--- src/rtl/dibpu_pkg.sv ---
// Shared types, constants and helper functions of the DIB pixel unpacker.
package dibpu_pkg;

  localparam int PALETTE_DEPTH = 256;
  localparam int PAL_AW        = $clog2(PALETTE_DEPTH);
  localparam int COLOR_W       = 24;
  localparam int COL_W         = 12;
  localparam int ROW_W         = 12;

  localparam int MAX_WIDTH_DEF  = 4096;
  localparam int MAX_HEIGHT_DEF = 4096;

  // Configuration port
  localparam int CFG_IDX_W  = 2;
  localparam int CFG_DATA_W = 13;

  localparam logic [CFG_IDX_W-1:0] CFG_BITS_MODE  = 2'd0;
  localparam logic [CFG_IDX_W-1:0] CFG_ROW_PIXELS = 2'd1;
  localparam logic [CFG_IDX_W-1:0] CFG_FRAME_ROWS = 2'd2;

  localparam logic [2:0]            BITS_MODE_RST  = 3'd2;
  localparam logic [CFG_DATA_W-1:0] ROW_PIXELS_RST = 13'd160;
  localparam logic [CFG_DATA_W-1:0] FRAME_ROWS_RST = 13'd120;

  typedef enum logic [2:0] {
    FMT_1BPP  = 3'd0,
    FMT_4BPP  = 3'd1,
    FMT_8BPP  = 3'd2,
    FMT_16BPP = 3'd3,
    FMT_24BPP = 3'd4,
    FMT_32BPP = 3'd5
  } fmt_t;

  // One data byte's worth of pixels, handed from the byte walker to the emitter
  typedef struct packed {
    fmt_t               fmt;
    logic [7:0]         pix_bits;
    logic [COLOR_W-1:0] rgb;
    logic [3:0]         count;
    logic [COL_W-1:0]   col;
    logic [ROW_W-1:0]   row;
    logic               frame_end;
  } pix_desc_t;

  localparam logic [7:0] EXPAND5 [32] = '{
    8'd0,   8'd16,  8'd24,  8'd32,  8'd40,  8'd48,  8'd56,  8'd64,
    8'd72,  8'd80,  8'd88,  8'd96,  8'd104, 8'd112, 8'd120, 8'd128,
    8'd136, 8'd144, 8'd152, 8'd160, 8'd168, 8'd176, 8'd184, 8'd192,
    8'd200, 8'd208, 8'd216, 8'd224, 8'd232, 8'd240, 8'd248, 8'd255
  };

  function automatic logic [7:0] expand5(input logic [4:0] f);
    return EXPAND5[f];
  endfunction

  // Unused mode codes fall back to 8 bits per pixel
  function automatic fmt_t mode_to_fmt(input logic [2:0] mode);
    fmt_t f;
    case (mode)
      3'd0:    f = FMT_1BPP;
      3'd1:    f = FMT_4BPP;
      3'd3:    f = FMT_16BPP;
      3'd4:    f = FMT_24BPP;
      3'd5:    f = FMT_32BPP;
      default: f = FMT_8BPP;
    endcase
    return f;
  endfunction

endpackage

--- src/rtl/dibpu_byte_walker.sv ---
// Byte walker: tracks the row position per data byte and builds pixel descriptors.
module dibpu_byte_walker #(
  parameter int MAX_WIDTH  = dibpu_pkg::MAX_WIDTH_DEF,
  parameter int MAX_HEIGHT = dibpu_pkg::MAX_HEIGHT_DEF
) (
  input  logic                                    clk,
  input  logic                                    rst_n,
  input  logic                                    take,
  input  logic [7:0]                              data_byte,
  input  dibpu_pkg::fmt_t                         fmt,
  input  logic [$clog2(MAX_WIDTH+1)-1:0]          eff_w,
  input  logic [$clog2(MAX_HEIGHT+1)-1:0]         eff_h,
  input  logic [$clog2(MAX_WIDTH*4+4)-1:0]        used,
  input  logic [$clog2(MAX_WIDTH*4+4)-1:0]        stride,
  output logic                                    desc_valid,
  output dibpu_pkg::pix_desc_t                    desc,
  output logic [dibpu_pkg::PAL_AW-1:0]            rd_addr0,
  output logic [dibpu_pkg::PAL_AW-1:0]            rd_addr1
);
  import dibpu_pkg::*;

  localparam int CW = $clog2(MAX_WIDTH+1);
  localparam int HW = $clog2(MAX_HEIGHT+1);
  localparam int BW = $clog2(MAX_WIDTH*4+4);

  logic [BW-1:0]      byte_in_row_r, byte_in_row_nxt;
  logic [HW-1:0]      source_row_r,  source_row_nxt;
  logic [CW-1:0]      pixel_column_r, pixel_column_nxt;
  logic [COLOR_W-1:0] partial_pixel_r, partial_pixel_nxt;
  logic [1:0]         byte_phase_r,  byte_phase_nxt;

  logic               in_data;
  logic               direct;
  logic               complete;
  logic [2:0]         nbytes;
  logic [2:0]         phase_inc;
  logic [3:0]         cap;
  logic [3:0]         n;
  logic [CW-1:0]      room;
  logic [CW-1:0]      pc_adv;
  logic [BW-1:0]      bir_inc;
  logic               row_end;
  logic [HW-1:0]      sr_inc;
  logic [HW-1:0]      row_full;
  logic               sr_ge_h;
  logic               last_row;
  logic [COLOR_W-1:0] shifted;
  logic [15:0]        word16;
  logic [COLOR_W-1:0] rgb;

  assign in_data = byte_in_row_r < used;
  assign direct  = (fmt == FMT_16BPP) || (fmt == FMT_24BPP) || (fmt == FMT_32BPP);

  always_comb begin
    case (fmt)
      FMT_16BPP: nbytes = 3'd2;
      FMT_24BPP: nbytes = 3'd3;
      default:   nbytes = 3'd4;
    endcase
  end

  assign phase_inc = {1'b0, byte_phase_r} + 3'd1;
  assign complete  = phase_inc >= nbytes;

  // Pixels this byte can yield, before clipping at the row's width
  always_comb begin
    case (fmt)
      FMT_1BPP: cap = 4'd8;
      FMT_4BPP: cap = 4'd2;
      FMT_8BPP: cap = 4'd1;
      default:  cap = complete ? 4'd1 : 4'd0;
    endcase
  end

  assign room = (pixel_column_r < eff_w) ? (eff_w - pixel_column_r) : '0;

  always_comb begin
    if (!in_data) begin
      n = '0;
    end else if (CW'(cap) > room) begin
      n = room[3:0];
    end else begin
      n = cap;
    end
  end

  assign pc_adv = pixel_column_r + CW'(n);

  // Direct-color assembly
  always_comb begin
    case (byte_phase_r)
      2'd0:    shifted = {16'd0, data_byte};
      2'd1:    shifted = {8'd0, data_byte, 8'd0};
      2'd2:    shifted = {data_byte, 16'd0};
      default: shifted = '0;
    endcase
  end

  assign word16 = {data_byte, partial_pixel_r[7:0]};

  always_comb begin
    case (fmt)
      FMT_16BPP: rgb = {expand5(word16[14:10]), expand5(word16[9:5]), expand5(word16[4:0])};
      FMT_24BPP: rgb = {data_byte, partial_pixel_r[15:0]};
      default:   rgb = partial_pixel_r;
    endcase
  end

  // Top-down row; a row beyond the height reads as row 0 and closes the frame
  assign sr_inc   = source_row_r + HW'(1);
  assign sr_ge_h  = source_row_r >= eff_h;
  assign row_full = eff_h - HW'(1) - source_row_r;
  assign last_row = sr_ge_h || (sr_inc >= eff_h);

  assign bir_inc = byte_in_row_r + BW'(1);
  assign row_end = bir_inc >= stride;

  always_comb begin
    partial_pixel_nxt = partial_pixel_r;
    byte_phase_nxt    = byte_phase_r;
    if (in_data && direct) begin
      if (complete) begin
        partial_pixel_nxt = '0;
        byte_phase_nxt    = '0;
      end else begin
        partial_pixel_nxt = partial_pixel_r | shifted;
        byte_phase_nxt    = phase_inc[1:0];
      end
    end
    pixel_column_nxt = pc_adv;
    byte_in_row_nxt  = bir_inc;
    source_row_nxt   = source_row_r;
    if (row_end) begin
      byte_in_row_nxt   = '0;
      pixel_column_nxt  = '0;
      partial_pixel_nxt = '0;
      byte_phase_nxt    = '0;
      source_row_nxt    = (sr_inc >= eff_h) ? '0 : sr_inc;
    end
  end

  always_ff @(posedge clk) begin
    if (!rst_n) begin
      byte_in_row_r   <= '0;
      source_row_r    <= '0;
      pixel_column_r  <= '0;
      partial_pixel_r <= '0;
      byte_phase_r    <= '0;
    end else if (take) begin
      byte_in_row_r   <= byte_in_row_nxt;
      source_row_r    <= source_row_nxt;
      pixel_column_r  <= pixel_column_nxt;
      partial_pixel_r <= partial_pixel_nxt;
      byte_phase_r    <= byte_phase_nxt;
    end
  end

  always_comb begin
    case (fmt)
      FMT_1BPP: begin
        rd_addr0 = PAL_AW'(0);
        rd_addr1 = PAL_AW'(1);
      end
      FMT_4BPP: begin
        rd_addr0 = PAL_AW'(data_byte[7:4]);
        rd_addr1 = PAL_AW'(data_byte[3:0]);
      end
      default: begin
        rd_addr0 = data_byte;
        rd_addr1 = data_byte;
      end
    endcase
  end

  assign desc_valid     = n != 4'd0;
  assign desc.fmt       = fmt;
  assign desc.pix_bits  = data_byte;
  assign desc.rgb       = rgb;
  assign desc.count     = n;
  assign desc.col       = COL_W'(pixel_column_r);
  assign desc.row       = sr_ge_h ? '0 : ROW_W'(row_full);
  assign desc.frame_end = last_row && (pc_adv == eff_w);

endmodule

--- config.mk ---
export PLATFORM = sky130hd
export DESIGN_NAME = dibpu_byte_walker
export DESIGN_NICKNAME = d
export VERILOG_FILES = /design/src/rtl/dibpu_pkg.sv /design/src/rtl/dibpu_byte_walker.sv
export SDC_FILE = /design/constraint.sdc
export NUM_CORES = 1
export LEC_CHECK = 0
export BUFFER_PORTS_ARGS = -buffer_cell sky130_fd_sc_hd__buf_2
export CORE_MARGIN = 2
export CORE_UTILIZATION = 52
export DETAILED_ROUTE_END_ITERATION = 10
export PLACE_DENSITY_LB_ADDON = 0.05
export SYNTH_ARGS = -nofsm -noshare
export SYNTH_HDL_FRONTEND = slang
export SYNTH_SLANG_ARGS = --single-unit
export TNS_END_PERCENT = 100
--- constraint.sdc ---
create_clock -name clk -period 7.02 [get_ports clk]
set_clock_uncertainty 0.05 [all_clocks]
set_input_delay 0.702 -clock clk [delete_from_list [all_inputs] [get_ports clk]]
set_output_delay 0.702 -clock clk [all_outputs]
set_load 0.03 [all_outputs]
==> qor_table.md <==
| Step | Metric | This run |
|:---|:---|:---|
| logic synthesis | Most frequent cell after synthesis | ha_1 |
| critical path | Slowest cell on the critical path | fa_2 |
| global routing | Number of antenna violations at the first check in global routing | 0 |
| power | Power density over the cells | 138 mW/mm² |
| hold path | Type of the most critical hold path | reg -> reg |
| final layout | Final core occ | 62.5% |
| critical path | Worst r2r dst | pixel_column_r[11] |
| critical path | Data arrival time at the worst-slack endpoint | 5.94 ns |
| drt | Met2 Wirelength | 8820 µm |
| global routing | Via count of the first global-routing pass | 6420 |
| die | Starting Density | 53.5% |
| final layout | Final net count | 1303 |
| global routing | GRT Overall Usage | 25.0% |
| critical path | Critical Path Source Type | flip-flop |
| critical path | CP Capture Type | output port |
| clocking | Sinks on the clock net | 67 |
| sta | Maximum clock frequency | 0.149 GHz |
| hold path | Startpoint of the lowest-slack hold path | partial_pixel_r[15] |
| power | Relative contribution of the clock network to total power | 37.1% |
| drt | Final antenna-violating net count | 0 |
| sta | Final critical path time including I/O delays and setup | 6.69 ns |
| hold path | Worst Hold Path Cells | 2 |
| logic synthesis | Number of synthesized register bits | 67 |
| final layout | Share of post-route cells with drive strength above 1 | 20.1% |
| die | Die footprint | 0.0153 mm² |
| clocking | Clk Latency, worst-skew pair | 0.34 ns |
| placed design | Final RePlAce weighted congestion | 0.931 |
| clocking | Num CTS Buffers | 9 |
| run | Number of maximum-capacitance violations | 0 |
| power | Comb pwr share | 29.9% |
| power | Internal portion of total power | 807 µW |
| logic synthesis | Average size of a mapped cell | 7.49 µm² |
| final layout | Diodes inserted | 0 |
| logic synthesis | Instance count of the mapped netlist | 996 |
| placed design | IO buf count | 150 |
| sta | Portion of the clock cycle consumed by the worst path in the final layout | 95.3% |
| drt | DR DRC count | 0 |
| critical path | Required @ worst endpoint | 6.27 ns |
| final layout | Seq. cell area | 0.00134 mm² |
| logic synthesis | Number of enable flip-flop cells after synthesis | 0 |
| logic synthesis | Area contributors post-synth | ha_1, dfxtp_1, inv_1 |
| die | Floorplan die width | 124 µm |
| power | Sequential Power Share | 33.0% |
| critical path | Worst-case register-to-register setup slack | 1.55 ns |
| logic synthesis | Portion of the post-synthesis area used by sequential elements | 18.0% |
| power | Switching component of the power | 394 µW |
| logic synthesis | Synthesized cell area | 0.00746 mm² |
| final layout | Filler cell count in the final layout | 1326 |
| critical path | Crit. Startpoint | pixel_column_r[1] |
| die | Y dimension of the die | 124 µm |
| drt | Total wirelength of the detailed-routed design | 18900 µm |
| drt | Total via count in the routed design | 7144 |
| die | Core footprint | 0.0139 mm² |
| logic synthesis | Synth Warn # | 0 |
| power | Maximum vdd ir drop | 117 µV |
| sta | Final hold viol count | 0 |
| sta | Relative slew slack | 37.6% |
| logic synthesis | Synth top cells by count | ha_1, inv_1, nand2_1, nor2_1 |
| outcome | Outcome | finished, final reports clean |
| power | Share of total power consumed by net switching | 32.8% |
| sta | Number of slew-limit violations in the final report | 0 |
| drt | Routed via count divided by cell count | 5.47 |
| final layout | Multi-input logic area | 0.00551 mm² |
| critical path | Max incr delay on CP | 0.39 ns |
| die | IO Count | 151 |
| drt | Routed wire per std cell | 14.5 µm |
| global routing | Overflow left after global routing | 0 |
| drt | Met1 wire length | 8930 µm |
| drt | Met3 wire length | 813 µm |
| clocking | Worst-path clk slew | 0.06 ns |
| drt | Violation count after the first detailed-route iteration | 324 |
| logic synthesis | Synth Net Count | 1178 |
| sta | Final-layout worst hold slack | 0.416 ns |
| clocking | Clock tree from TritonCTS | done |
| logic synthesis | Post-synth top area share | 18.3% |
| die | Floorplan row count | 43 |
| critical path | Worst reg2reg path startpoint | pixel_column_r[1] |
| logic synthesis | Primary FF master, synth | dfxtp_1 |
| drt | First drt pass iteration count | 5 |
| critical path | Critical-path maximum fanout | 5 |
| drt | Uppermost metal layer occupied by signal nets | met4 |
| placed design | DPL Wire Length | 14700 µm |
| logic synthesis | Synth unique cells | 68 |
| logic synthesis | Library cell with the largest summed area after synthesis | ha_1 |
| power | Standby leakage power | 0.00432 µW |
| sta | Worst-Margin Slew | 0.936 ns |
| sta | Total setup violations reported at the end of the flow | 0 |
| clocking | H-Tree Level Count | 3 |
| clocking | Clock tree buffer depth | 2 |
| hold path | Worst min-delay path endpoint | partial_pixel_r[15] |
| logic synthesis | Proportion of register bits with asynchronous set or reset after synthesis | 0% |
| critical path | Most used cell, CP | nand2_1 |
| critical path | Register-to-Register Path Depth | 27 |
| global routing | Global-route wire length before repair | 30700 µm |
| critical path | Kind of critical path | reg -> out |
| global routing | Pin count of the biggest net entering global routing | 52 |
| clocking | Clock Root Buffer | clkbuf_16 |
| final layout | Area growth syn-to-layout | 16.8% |
==> power groups by stage <==
stage	registers, µW	logic (µW)	clock network [µW]
2_1_floorplan	399	250	0
3_3_place_gp	404	353	0
3_5_place_dp	404	353	0
4_1_cts	396	355	455
5_1_grt	397	398	475
6_report	396	359	446
==> flip-flops by register name (all words and copies together), names as in the netlist <==
signal and count:
byte_in_row_r 15, byte_phase_r 2, partial_pixel_r 24, pixel_column_r 13, source_row_r 13
==> metal layers <==
metal | track usage, % | vias to the layer above
li1 | - | 3734
met1 | 33.7 | 3229
met2 | 41.0 | 161
met5 | 0 | -
met4 | 7.67 | 0
met3 | 3.75 | 20
==> cell usage in the layout, fill, tap and decap left out, types with 27 or more instances in the layout <==
| master | count |
|---|---|
| nor2b_1 | 27 |
| a21oi_1 | 53 |
| inv_1 | 95 |
| buf_4 | 33 |
| nor2_1 | 72 |
| nand3_1 | 41 |
| nand2_1 | 72 |
| xnor2_1 | 32 |
| o21ai_0 | 66 |
| dfxtp_1 | 65 |
| ha_1 | 108 |
| buf_2 | 149 |
==> worst max-delay path by stage <==
stage	to	slack, ns	cells after the start
floorplan	desc[0]	0.01	27
global route	desc[0]	-0.05	29
CTS	desc[0]	0.04	29
finish	desc[0]	0.33	29
detailed placement	desc[0]	-0.02	28
global placement	desc[0]	0.03	28
==> worst max-delay path, delay by kind of cell (launching register included) <==
| family | cells | cell delay (ns) |
|---|---|---|
| compound gates | 9 | 1.61 |
| fa+ha+maj | 3 | 0.99 |
| buf+inv | 4 | 0.58 |
| simple gates | 12 | 1.90 |
| xor+xnor | 1 | 0.11 |
| flops | 1 | 0.37 |
==> through the flow <==
stage                     total power (µW)  TNS, ns  setup slack [ns]  instances  area [µm²]
after floorplan                        650        0            0.0141        996        7490
after global placement                 757        0            0.0254       1289        8340
after detailed placement               757  -0.0190           -0.0190       1289        8340
after CTS                             1210        0            0.0396       1306        8640
after global routing                  1270  -0.0491           -0.0491       1306        8710
final                                 1200        0             0.331       1306        8710
==> timing repair <==
item                                    4_1_cts  5_1_grt
hold buffers                                  0        0
resized for setup                             2       15
endpoints found under the setup margin        1        1
pin swaps                                     1        9
setup buffers                                 1        0
hold endpoints to repair                      0        0
==> area by class of cell <==
class                      instances  share of cell area (%)
clock buffer                      14                    2.91
clock inverter                     2                   0.402
inverter                          95                    4.09
multi-input combinational        766                    63.2
sequential                        67                    15.4
tap                              180                    2.58
timing repair buffer             182                    11.4
==> cells by family after synthesis <==
kind of cell,share of synthesized area (%)
AO/OA/AOI/OAI,22.8
XOR/XNOR,6.93
adder cells (fa/ha/maj),19.1
buffers and inverters,9.74
flip-flops,18.0
multiplexers,0.872
AND/OR/NAND/NOR,22.6
Note: power is estimated with default switching activity, not from simulation.
