## src/rtl/dibpu_pkg.sv

```systemverilog
// Shared types, constants and helper functions of the DIB pixel unpacker.
package dibpu_pkg;

  localparam int PALETTE_DEPTH = 256;
  localparam int PAL_AW        = $clog2(PALETTE_DEPTH);
  localparam int COLOR_W       = 24;
  localparam int COL_W         = 12;
  localparam int ROW_W         = 12;

  localparam int MAX_WIDTH_DEF  = 4096;
  localparam int MAX_HEIGHT_DEF = 4096;

  // Configuration port
  localparam int CFG_IDX_W  = 2;
  localparam int CFG_DATA_W = 13;

  localparam logic [CFG_IDX_W-1:0] CFG_BITS_MODE  = 2'd0;
  localparam logic [CFG_IDX_W-1:0] CFG_ROW_PIXELS = 2'd1;
  localparam logic [CFG_IDX_W-1:0] CFG_FRAME_ROWS = 2'd2;

  localparam logic [2:0]            BITS_MODE_RST  = 3'd2;
  localparam logic [CFG_DATA_W-1:0] ROW_PIXELS_RST = 13'd160;
  localparam logic [CFG_DATA_W-1:0] FRAME_ROWS_RST = 13'd120;

  typedef enum logic [2:0] {
    FMT_1BPP  = 3'd0,
    FMT_4BPP  = 3'd1,
    FMT_8BPP  = 3'd2,
    FMT_16BPP = 3'd3,
    FMT_24BPP = 3'd4,
    FMT_32BPP = 3'd5
  } fmt_t;

  // One data byte's worth of pixels, handed from the byte walker to the emitter
  typedef struct packed {
    fmt_t               fmt;
    logic [7:0]         pix_bits;
    logic [COLOR_W-1:0] rgb;
    logic [3:0]         count;
    logic [COL_W-1:0]   col;
    logic [ROW_W-1:0]   row;
    logic               frame_end;
  } pix_desc_t;

  localparam logic [7:0] EXPAND5 [32] = '{
    8'd0,   8'd16,  8'd24,  8'd32,  8'd40,  8'd48,  8'd56,  8'd64,
    8'd72,  8'd80,  8'd88,  8'd96,  8'd104, 8'd112, 8'd120, 8'd128,
    8'd136, 8'd144, 8'd152, 8'd160, 8'd168, 8'd176, 8'd184, 8'd192,
    8'd200, 8'd208, 8'd216, 8'd224, 8'd232, 8'd240, 8'd248, 8'd255
  };

  function automatic logic [7:0] expand5(input logic [4:0] f);
    return EXPAND5[f];
  endfunction

  // Unused mode codes fall back to 8 bits per pixel
  function automatic fmt_t mode_to_fmt(input logic [2:0] mode);
    fmt_t f;
    case (mode)
      3'd0:    f = FMT_1BPP;
      3'd1:    f = FMT_4BPP;
      3'd3:    f = FMT_16BPP;
      3'd4:    f = FMT_24BPP;
      3'd5:    f = FMT_32BPP;
      default: f = FMT_8BPP;
    endcase
    return f;
  endfunction

endpackage

```

## src/rtl/dibpu_if.sv

```systemverilog


interface dibpu_out_if;
  logic        valid;
  logic        ready;
  logic [7:0]  red;
  logic [7:0]  green;
  logic [7:0]  blue;
  logic [11:0] column;
  logic [11:0] row;
  logic        last;
  logic        frame_end;

  modport source (output valid, red, green, blue, column, row, last, frame_end,
                  input ready);
  modport sink   (input valid, red, green, blue, column, row, last, frame_end,
                  output ready);
endinterface

```

## src/rtl/dibpu_pixel_emitter.sv

```systemverilog
// Pixel emitter: walks one byte's pixels out through the output register.
module dibpu_pixel_emitter (
  input  logic                            clk,
  input  logic                            rst_n,
  input  logic                            load,
  input  dibpu_pkg::pix_desc_t            desc,
  input  logic [dibpu_pkg::COLOR_W-1:0]   rd_data0,
  input  logic [dibpu_pkg::COLOR_W-1:0]   rd_data1,
  output logic                            can_accept,
  dibpu_out_if.source                     out_ch
);
  import dibpu_pkg::*;

  logic               b_valid_r, b_valid_nxt;
  logic [2:0]         idx_r, idx_nxt;
  pix_desc_t          desc_r;
  logic               out_valid_r, out_valid_nxt;
  logic [COLOR_W-1:0] out_color_r;
  logic [COL_W-1:0]   out_col_r;
  logic [ROW_W-1:0]   out_row_r;
  logic               out_last_r;
  logic               out_fe_r;

  logic               out_take;
  logic               push;
  logic               last_px;
  logic               b_done;
  logic [COLOR_W-1:0] color;

  assign out_take   = !out_valid_r || out_ch.ready;
  assign push       = b_valid_r && out_take;
  assign last_px    = {1'b0, idx_r} == (desc_r.count - 4'd1);
  assign b_done     = push && last_px;
  assign can_accept = !b_valid_r || b_done;

  always_comb begin
    case (desc_r.fmt)
      FMT_1BPP: color = desc_r.pix_bits[3'd7 - idx_r] ? rd_data1 : rd_data0;
      FMT_4BPP: color = idx_r[0] ? rd_data1 : rd_data0;
      FMT_8BPP: color = rd_data0;
      default:  color = desc_r.rgb;
    endcase
  end

  always_comb begin
    b_valid_nxt = b_valid_r;
    idx_nxt     = idx_r;
    if (push) begin
      idx_nxt = last_px ? 3'd0 : idx_r + 3'd1;
    end
    if (b_done) begin
      b_valid_nxt = 1'b0;
    end
    if (load) begin
      b_valid_nxt = 1'b1;
      idx_nxt     = 3'd0;
    end
    out_valid_nxt = push ? 1'b1 : (out_ch.ready ? 1'b0 : out_valid_r);
  end

  always_ff @(posedge clk) begin
    if (!rst_n) begin
      b_valid_r   <= 1'b0;
      idx_r       <= '0;
      out_valid_r <= 1'b0;
    end else begin
      b_valid_r   <= b_valid_nxt;
      idx_r       <= idx_nxt;
      out_valid_r <= out_valid_nxt;
    end
  end

  always_ff @(posedge clk) begin
    if (load) begin
      desc_r <= desc;
    end
    if (push) begin
      out_color_r <= color;
      out_col_r   <= desc_r.col + COL_W'(idx_r);
      out_row_r   <= desc_r.row;
      out_last_r  <= last_px;
      out_fe_r    <= last_px && desc_r.frame_end;
    end
  end

  assign out_ch.valid     = out_valid_r;
  assign out_ch.red       = out_color_r[23:16];
  assign out_ch.green     = out_color_r[15:8];
  assign out_ch.blue      = out_color_r[7:0];
  assign out_ch.column    = out_col_r;
  assign out_ch.row       = out_row_r;
  assign out_ch.last      = out_last_r;
  assign out_ch.frame_end = out_fe_r;

endmodule
```

## src/flat_wrapper.sv

```systemverilog
// flat-port wrapper written by rule: the top's interface ports become plain ports
module dibpu_pixel_emitter_flat import dibpu_pkg::*;
  (clk, rst_n, load, desc, rd_data0, rd_data1, can_accept, out_ch_valid, out_ch_red, out_ch_green, out_ch_blue, out_ch_column, out_ch_row, out_ch_last, out_ch_frame_end, out_ch_ready);
  dibpu_out_if out_ch_i ();
  input  logic clk;
  input  logic rst_n;
  input  logic load;
  input  dibpu_pkg::pix_desc_t desc;
  input  logic [dibpu_pkg::COLOR_W-1:0] rd_data0;
  input  logic [dibpu_pkg::COLOR_W-1:0] rd_data1;
  output logic can_accept;
  output wire logic [$bits(out_ch_i.valid)-1:0] out_ch_valid;
  output wire logic [$bits(out_ch_i.red)-1:0] out_ch_red;
  output wire logic [$bits(out_ch_i.green)-1:0] out_ch_green;
  output wire logic [$bits(out_ch_i.blue)-1:0] out_ch_blue;
  output wire logic [$bits(out_ch_i.column)-1:0] out_ch_column;
  output wire logic [$bits(out_ch_i.row)-1:0] out_ch_row;
  output wire logic [$bits(out_ch_i.last)-1:0] out_ch_last;
  output wire logic [$bits(out_ch_i.frame_end)-1:0] out_ch_frame_end;
  input wire logic [$bits(out_ch_i.ready)-1:0] out_ch_ready;
  assign out_ch_valid = out_ch_i.valid;
  assign out_ch_red = out_ch_i.red;
  assign out_ch_green = out_ch_i.green;
  assign out_ch_blue = out_ch_i.blue;
  assign out_ch_column = out_ch_i.column;
  assign out_ch_row = out_ch_i.row;
  assign out_ch_last = out_ch_i.last;
  assign out_ch_frame_end = out_ch_i.frame_end;
  assign out_ch_i.ready = out_ch_ready;
  dibpu_pixel_emitter u_core (.clk(clk), .rst_n(rst_n), .load(load), .desc(desc), .rd_data0(rd_data0), .rd_data1(rd_data1), .can_accept(can_accept), .out_ch(out_ch_i));
endmodule
```

## config.mk

```make
export PLATFORM = sky130hd
export DESIGN_NAME = dibpu_pixel_emitter_flat
export DESIGN_NICKNAME = d
export VERILOG_FILES = /design/src/rtl/dibpu_pkg.sv /design/src/rtl/dibpu_if.sv /design/src/rtl/dibpu_pixel_emitter.sv /design/src/flat_wrapper.sv
export SDC_FILE = /design/constraint.sdc
export NUM_CORES = 1
export LEC_CHECK = 0
export BUFFER_PORTS_ARGS = -buffer_cell sky130_fd_sc_hd__buf_2
export CORE_ASPECT_RATIO = 0.5
export CORE_MARGIN = 4
export CORE_UTILIZATION = 50
export CTS_BUF_LIST = sky130_fd_sc_hd__clkbuf_2
export CTS_CLUSTER_SIZE = 16
export DETAILED_ROUTE_END_ITERATION = 10
export PLACE_DENSITY = 0.79
export SLEW_MARGIN = 5
export SYNTH_ARGS = -nofsm -noshare
export SYNTH_HDL_FRONTEND = slang
export SYNTH_SLANG_ARGS = --single-unit
```

## constraint.sdc

```tcl
create_clock -name clk -period 3.5 [get_ports clk]
set_input_delay 0.175 -clock clk [delete_from_list [all_inputs] [get_ports clk]]
set_output_delay 0.175 -clock clk [all_outputs]
set_load 0.02 [all_outputs]
```

==> out/metrics.yaml, run 1 <==
die_x_um: 152
hold_start: "desc[44]"
cts.sinks: 119
clock-root-buffer: "clkbuf_2"
worstSetupStartpoint: "u_core.idx_r[0]"
cts_buffers: 17
grt_max_degree: 43
final_nets: 748
syn_inst: 342
report.final.slew_viol_count: 0
drc: 0
drt_iter0_drc: 413
ys_warn_count: 0
core_region_area_um2: 9760
final_common_cell: "buf_2"
cp-start-kind: "register"
worstSkewPairLatency_ns: 0.66
synth.top_cell.area_share_pct: 66.2
worst_pin_slew_ns: 1.20
post-route-util_pct: 77.0
hold_depth: 2
seq_area_frac_synth_pct: 68.2
skew_ns: 0.0378
cts_resized: 0
port_buffers: 167
via_per_inst: 5.42
synth_area_um2: 5170
start_util_pct: 52.9
period_share_pct: 83.4
min_path_type: "in -> reg"
gp_congestion: 0.828
htreeDepth: 4
synth_area_per_cell_um2: 15.1
fp-row-count: 25
ys_ff_latch: 119
synth.area.top_cells: "edfxtp_1 (66%), mux2i_1 (5.4%), a21oi_1 (4.9%)"
syn_to_final_growth_pct: 45.4
final_hold_viol_count: 0
holdBufCountCts: 115
required_ns: 4.01
pwr_density_cell_nw_per_um2: 444
fin_tns_setup_ns: 0
io_pins: 168
grt-ovfl-total: 0
crit_fanout: 24
worstPathArrival_ns: 3.43
vias: 4204
yosys.area.top_type: "edfxtp_1"
synth_cell_types: 38
layout_common_cells: "buf_2 (167), dlygate4sd3_1 (115), edfxtp_1 (114)"
holdPathEnd: "u_core.desc_r[44]"
cp_slowest_cell: "a21boi_2"
status: "finished clean"
clockBufferDepth: 2
vdd_ir_drop_max_v: 0.000370
cts_tree: "done"
maxCapViolCount: 0
dp_hpwl_mm: 8.43
rrSetupSlack_ns: 0.58
cp_top_family: "compound AO/OA/AOI/OAI gates"
grt_pass1_vias: 4248
layout-drive-gt1-share_pct: 33.3
max_stage_delay_ns: 0.90
relSlewSlack_pct: 19.7
worstReg2RegStart: "u_core.idx_r[0]"
path_clk_slew_ns: 0.24
holdWs_ns: 0.205
grt_setup_unrepaired: "no"
die_area_um2: 12100
fin_crit_ns: 2.92
wl_mm: 14.4
die_h_um: 79.9
fmax_mhz: 342
synthArstFlopShare_pct: 0
leakagePower_nw: 2.99
cp_cell_sequence: "mux2_4 -> a2bb2oi_2 -> a21boi_2 -> a221o_1 -> dlygate4sd3_1"
nFillCells: 610
grtUsageTotal_pct: 24.1
path_class: "reg -> reg"
critPathBufInv: 1
r2r_cells: 5
final-setup-viol-count: 0
antenna_found_initial: 2
worst_r2r_endpoint: "u_core.out_color_r[16]"
synthFlopType: "edfxtp_1"
drtPass1Iterations: 8
synth_edf_count: 114
cts_setup_buffers: 0
wire_per_inst_um: 18.6
grt_pass1_wl_mm: 21.9
ant_nets: 0
synth_nets: 464
endpoint_kind: "register"
-- synth_stat cells (all sizes together) (2+ instances only) --
cell type	n
xnor2	8
buf	10
o21ai	3
o22a	24
a21o	2
nor2	4
inv	9
edfxtp	114
mux2i	28
a21oi	51
nand2	4
nor2b	5
nand2b	2
ha	5
clkbuf	13
xor2	7
nor3	3
a221o	24
nand3	5
a21boi	2
dfxtp	5
-- cell type report --
cell class                      count  area, µm²  share of cell area (%)
Sequential cell                   119       3520                    46.9
Timing Repair Buffer              288       2030                    27.0
Multi-Input combinational cell    191       1490                    19.8
Clock inverter                     15        180                    2.40
Tap cell                          135        169                    2.25
Clock buffer                       17       85.1                    1.13
Inverter                            9       33.8                   0.450
Antenna cell                        1       2.50                  0.0333
-- routing by layer --
layer  vias to the layer above  GRT usage (%)  wire length [µm]
met5                         -              0                32
met4                         4           10.7               386
met3                        45           6.64              1280
met2                       242           41.9              7430
met1                      1973           28.2              5250
li1                       1940              -                 -
-- per-stage QoR --
stage	instances	worst slack (ns)	instance area (µm²)	power, mW
after detailed placement	627	1.23	6090	2.23
after floorplan	342	1.33	5170	2.04
after CTS	774	0.667	7510	3.33
final	775	0.580	7510	3.34
after global placement	627	1.24	6090	2.21
after global routing	774	0.435	7510	3.49
-- power by group --
group	internal [mW]	total [mW]	switching, mW
sequential	1.70	1.74	0.0463
clock	0.363	0.982	0.619
combinational	0.312	0.611	0.300
-- registers in the layout (all words and copies together), names as in the netlist --
name,cells
u_core.b_valid_r,1
u_core.desc_r,64
u_core.idx_r,3
u_core.out_ch.column,12
u_core.out_ch.frame_end,1
u_core.out_ch.last,1
u_core.out_ch.row,12
u_core.out_ch.valid,1
u_core.out_color_r,24
-- how the worst max path moves through the flow --
stage / cells past startpoint / slack, ns / to
after detailed placement: 4 / 1.23 / u_core.out_color_r[7]
final: 5 / 0.58 / u_core.out_color_r[16]
after global placement: 4 / 1.24 / u_core.out_color_r[7]
after floorplan: 5 / 1.33 / u_core.idx_r[2]
after global routing: 5 / 0.43 / u_core.out_color_r[16]
after CTS: 5 / 0.67 / u_core.out_color_r[22]
-- cell families (layout without fill, tap and decap cells) --
| group | count (synthesis) | after routing | share of synthesized area (%) |
|---|---|---|---|
| muxes | 29 | 29 | 5.71 |
| buffers and inverters | 32 | 329 | 3.15 |
| other | 0 | 1 | 0 |
| AOI/OAI and AO/OA | 111 | 111 | 15.6 |
| DFF | 119 | 119 | 68.2 |
| adders and majority gates | 6 | 6 | 1.60 |
| and+or+nand+nor | 30 | 30 | 3.24 |
| xor gates and xnor gates | 15 | 15 | 2.54 |
(Power assumes the default switching activity.)
==> inputs of run 2 (changes only) <==
- CORE_UTILIZATION: 50 -> 47
- PLACE_DENSITY: 0.79 -> 0.78
- clock period: 3.5 -> 2.65 ns (I/O delays scaled with it)
==> out/metrics.yaml, run 2 (synthesized netlist as in run 1, its figures left out) <==
fmax_mhz: 405  # +18%
layout-drive-gt1-share_pct: 33.4  # +0.10 points
start_util_pct: 49.3  # -3.6 points
ant_nets: 0  # unchanged
pwr_density_cell_nw_per_um2: 556  # +25%
rrSetupSlack_ns: 0.18  # -0.40 ns
reg.largest.list: "u_core.desc_r: 64 flops, u_core.out_color_r: 24 flops"
die_x_um: 156  # +3.0%
hold_depth: 1  # -1
wire_per_inst_um: 18.2  # -1.6%
final_common_cell: "buf_2"
die_h_um: 82.1  # +2.8%
die_area_um2: 12800  # +5.9%
drt_iter0_drc: 419  # +1.5%
cts_buffers: 17  # unchanged
grt_max_degree: 37  # -14%
clockBufferDepth: 2  # unchanged
clock-root-buffer: "clkbuf_2"
worst_pin_slew_ns: 1.32  # +0.116 ns
cp_cell_sequence: "mux2_4 -> a2bb2oi_2 -> a21boi_2 -> a221o_1"
cp_slowest_cell: "a21boi_2"
port_buffers: 167  # unchanged
report.final.slew_viol_count: 0  # unchanged
fin_tns_setup_ns: 0  # unchanged
layout_common_cells: "buf_2 (167), dlygate4sd3_1 (115), edfxtp_1 (114)"
post-route-util_pct: 71.8  # -5.2 points
cp_top_family: "compound AO/OA/AOI/OAI gates"
dp_hpwl_mm: 8.59  # +1.9%
skew_ns: 0.0373  # -0.000528 ns
final-setup-viol-count: 0  # unchanged
relSlewSlack_pct: 11.9  # -7.8 points
fin_crit_ns: 2.47  # -0.453 ns
largest-register: "u_core.desc_r"
vdd_ir_drop_max_v: 0.000320  # -13%
required_ns: 3.17  # -0.84 ns
drtPass1Iterations: 5  # -3
endpoint_kind: "register"
grt_pass1_wl_mm: 21.3  # -3.0%
critPathBufInv: 0  # -1
syn_to_final_growth_pct: 45.5  # about the same
grt_setup_unrepaired: "no"
via_per_inst: 5.42  # about the same
leakagePower_nw: 3.00  # +0.36%
crit_fanout: 24  # unchanged
wl_mm: 14.3  # -0.51%
cts_setup_buffers: 0  # unchanged
drc: 0  # unchanged
vias: 4252  # +1.1%
worst_r2r_endpoint: "u_core.out_color_r[14]"
cts.sinks: 119  # unchanged
cp-start-kind: "register"
final_nets: 752  # +0.53%
fin_total_pwr_mw: 4.18  # +25%
path_clk_slew_ns: 0.18  # -0.06 ns
htreeDepth: 4  # unchanged
grt-ovfl-total: 0  # unchanged
largest_reg_flops: 64  # unchanged
worstReg2RegStart: "u_core.idx_r[0]"
r2r_cells: 4  # -1
period_share_pct: 93.1  # +9.7 points
worstPathArrival_ns: 2.98  # -0.45 ns
grtUsageTotal_pct: 22.0  # -2.1 points
holdPathEnd: "u_core.desc_r[45]"
nFillCells: 715  # +17%
maxCapViolCount: 0  # unchanged
fp-row-count: 26  # +4.0%
final_hold_viol_count: 0  # unchanged
hold_start: "load"
io_pins: 168  # unchanged
cts_tree: "done"
max_stage_delay_ns: 0.99  # +0.09 ns
grt_pass1_vias: 4329  # +1.9%
min_path_type: "in -> reg"
path_class: "reg -> reg"
gp_congestion: 0.823  # -0.59%
antenna_found_initial: 0  # -2
status: "finished clean"
core_region_area_um2: 10500  # +7.3%
worstSkewPairLatency_ns: 0.65  # about the same
==> run 2: repair_timing <==
item / in CTS / in global routing
hold endpoints to repair: 93 / 0
resized for setup: 0 / 0
hold buffers: 115 / 0
==> run 2: final cells by class <==
type | count | area (µm²) | share of cell area, %
flip-flops and latches | 119 | 3520 | 46.9
clock inverters | 14 | 134 | 1.78
diodes | 1 | 2.50 | 0.0333
well taps | 140 | 175 | 2.33
inverters | 9 | 33.8 | 0.449
repair buffers | 292 | 2070 | 27.6
clock buffers | 18 | 90.1 | 1.20
multi-input cells | 191 | 1490 | 19.8
==> run 2: stage by stage <==
step | instances | hold slack (ns) | setup WS [ns] | cell area (µm²)
2_1_floorplan | 342 | 0.231 | 0.477 | 5170
3_3_place_gp | 636 | 0.309 | 0.328 | 6140
3_5_place_dp | 636 | 0.311 | 0.291 | 6140
4_1_cts | 783 | 0.0944 | 0.237 | 7520
5_1_grt | 783 | 0.0870 | 0.100 | 7520
6_report | 784 | 0.142 | 0.183 | 7520
==> run 2: worst max path at each step <==
stage / endpoint / depth (start not counted) / from / slack [ns]
final: u_core.out_color_r[14] / 4 / u_core.idx_r[0] / 0.18
after global routing: u_core.out_color_r[14] / 4 / u_core.idx_r[0] / 0.10
after CTS: u_core.out_color_r[9] / 4 / u_core.idx_r[0] / 0.24
after detailed placement: u_core.out_color_r[9] / 4 / u_core.idx_r[0] / 0.29
after global placement: u_core.out_color_r[15] / 4 / u_core.idx_r[0] / 0.33
after floorplan: u_core.idx_r[2] / 5 / u_core.out_ch.valid / 0.48
==> run 2: report_power, final <==
part	internal (mW)	switching, mW
combinational	0.376	0.387
sequential	2.24	0.0627
clock	0.425	0.687
==> run 2: metal layers <==
metal / track usage (%) / part of all wire (%)
met2: 38.4 / 50
met1: 25.1 / 37
met5: 0 / 0
met4: 10.8 / 3.3
met3: 6.92 / 9.3
==> inputs of run 3 (changes only) <==
- PLACE_DENSITY: 0.78 -> 0.77
==> out/metrics.yaml, run 3 (synthesized netlist as in run 1, its figures left out) <==
start_util_pct: 49.3  # unchanged
critPathBufInv: 0  # unchanged
fp-row-count: 26  # unchanged
htreeDepth: 4  # unchanged
setup_slack_ns: 0.135  # -0.0483 ns
grtUsageTotal_pct: 23.6  # +1.6 points
place_area_um2: 6150  # +0.20%
path_clk_slew_ns: 0.20  # +0.02 ns
syn_to_final_growth_pct: 47.6
drt_iter0_drc: 467  # +11%
fin_tns_setup_ns: 0  # unchanged
vdd_ir_drop_max_v: 0.000260  # -19%
cp_cell_sequence: "mux2_4 -> a2bb2oi_2 -> a21boi_2 -> a221o_1"
grt_pass1_wl_mm: 22.8  # +7.0%
cts.sinks: 119  # unchanged
final-setup-viol-count: 0  # unchanged
layout-drive-gt1-share_pct: 33.9  # +0.46 points
maxCapViolCount: 0  # unchanged
min_path_type: "in -> reg"
placed_cells: 636  # unchanged
via_per_inst: 5.44  # +0.26%
endpoint_kind: "register"
final_common_cell: "buf_2"
layout_common_cells: "buf_2 (166), dlygate4sd3_1 (115), edfxtp_1 (114)"
fmax_mhz: 398  # -1.9%
grt-ovfl-total: 0  # unchanged
cp_top_family: "compound AO/OA/AOI/OAI gates"
largest-register: "u_core.desc_r"
dp_hpwl_mm: 8.71  # +1.4%
holdWs_ns: 0.153  # +0.0102 ns
dp_slack_ns: 0.302  # +0.0119 ns
grt_pass1_vias: 4376  # +1.1%
crit_fanout: 24  # unchanged
leakagePower_nw: 3.03  # +1.1%
ant_nets: 0  # unchanged
drtPass1Iterations: 5  # unchanged
report.final.slew_viol_count: 0  # unchanged
io_pins: 168  # unchanged
cp-start-kind: "register"
drc: 0  # unchanged
wire_per_inst_um: 19.1  # +4.6%
die_area_um2: 12800  # unchanged
final_hold_viol_count: 0  # unchanged
period_share_pct: 94.9  # +1.8 points
antenna_found_initial: 0  # unchanged
nFillCells: 687  # -3.9%
grt_max_degree: 42  # +14%
reg.largest.list: "u_core.desc_r: 64 flops, u_core.out_color_r: 24 flops"
multi_input_area_um2: 1490  # +0.59%
pwr_density_cell_nw_per_um2: 584  # +5.1%
path_class: "reg -> reg"
largest_reg_flops: 64  # unchanged
wl_mm: 15.0  # +4.8%
port_buffers: 167  # unchanged
required_ns: 3.17  # about the same
worstSkewPairLatency_ns: 0.67  # +0.02 ns
skew_ns: 0.0265  # -0.0108 ns
fin_crit_ns: 2.52  # +0.0483 ns
cp_slowest_cell: "a21boi_2"
gp_congestion: 0.802  # -2.5%
worst_pin_slew_ns: 1.28  # -0.0400 ns
vias: 4274  # +0.52%
fin_total_pwr_mw: 4.45  # +6.6%
final_area_um2: 7630  # +1.4%
worstPathArrival_ns: 3.04  # +0.06 ns
die_h_um: 82.1  # unchanged
max_stage_delay_ns: 0.99  # about the same
cts_tree: "done"
stdcell_count: 786  # +0.26%
seqCellArea_um2: 3520  # unchanged
cts_buffers: 17  # unchanged
clockBufferDepth: 2  # unchanged
die_x_um: 156  # unchanged
num_antenna_cells: 0  # -1
clock-root-buffer: "clkbuf_2"
post-route-util_pct: 72.8  # +1.0 points
grt_setup_unrepaired: "no"
final_nets: 755  # +0.40%
relSlewSlack_pct: 14.1  # +2.2 points
status: "finished clean"
core_region_area_um2: 10500  # unchanged
[run 3: cell count changes in the layout (fill, tap and decap cells not counted), sizes merged]
cell,change
clkbuf,-1
clkinvlp,+3
inv,+1
clkinv,-5
bufinv,+2
buf,+3
diode,-1
[run 3: repair_timing]
item                                   4_1_cts  5_1_grt
endpoints found under the hold margin       93        0
setup endpoints to repair                    1        1
pin swaps                                    0        1
hold buffers                               115        0
buffers inserted                             0        3
gates resized for setup                      1        1
[run 3: final timing paths]
path / startpoint / end / slack [ns] / depth (start not counted)
worst min register to register: u_core.desc_r[11] / u_core.out_ch.row[10] / 0.43 / 0
worst max-delay path: u_core.idx_r[0] / u_core.out_color_r[6] / 0.13 / 4
worst min-delay path: desc[22] / u_core.desc_r[22] / 0.15 / 2
worst max register to register: u_core.idx_r[0] / u_core.out_color_r[6] / 0.13 / 4
[run 3: final cells by class]
cell class / instances / area share [%]
flip-flops and latches: 119 / 46.2
inverters: 9 / 0.443
multi-input cells: 191 / 19.6
clock inverters: 15 / 2.64
repair buffers: 295 / 27.7
clock buffers: 17 / 1.12
well taps: 140 / 2.30
[run 3: routing by layer]
layer | wire, µm | share of wire, % | vias up | global-route usage, %
li1 | - | - | 1960 | -
met1 | 5450 | 36 | 2015 | 26.4
met2 | 7870 | 52 | 236 | 43.3
met3 | 999 | 6.7 | 63 | 4.53
met4 | 679 | 4.5 | 0 | 13.2
met5 | 0 | 0 | - | 0
[run 3: power breakdown]
part / switching (mW) / internal [mW]
Combinational: 0.402 / 0.384
Clock: 0.745 / 0.621
Sequential: 0.0612 / 2.24
Total: 1.21 / 3.25
[run 3: worst reg2reg max path, cell delays in order (launching register included)]
cell       delay (ns)
dfxtp_2          0.54
mux2_4           0.34
a2bb2oi_2        0.17
a21boi_2         0.99
a221o_1          0.34
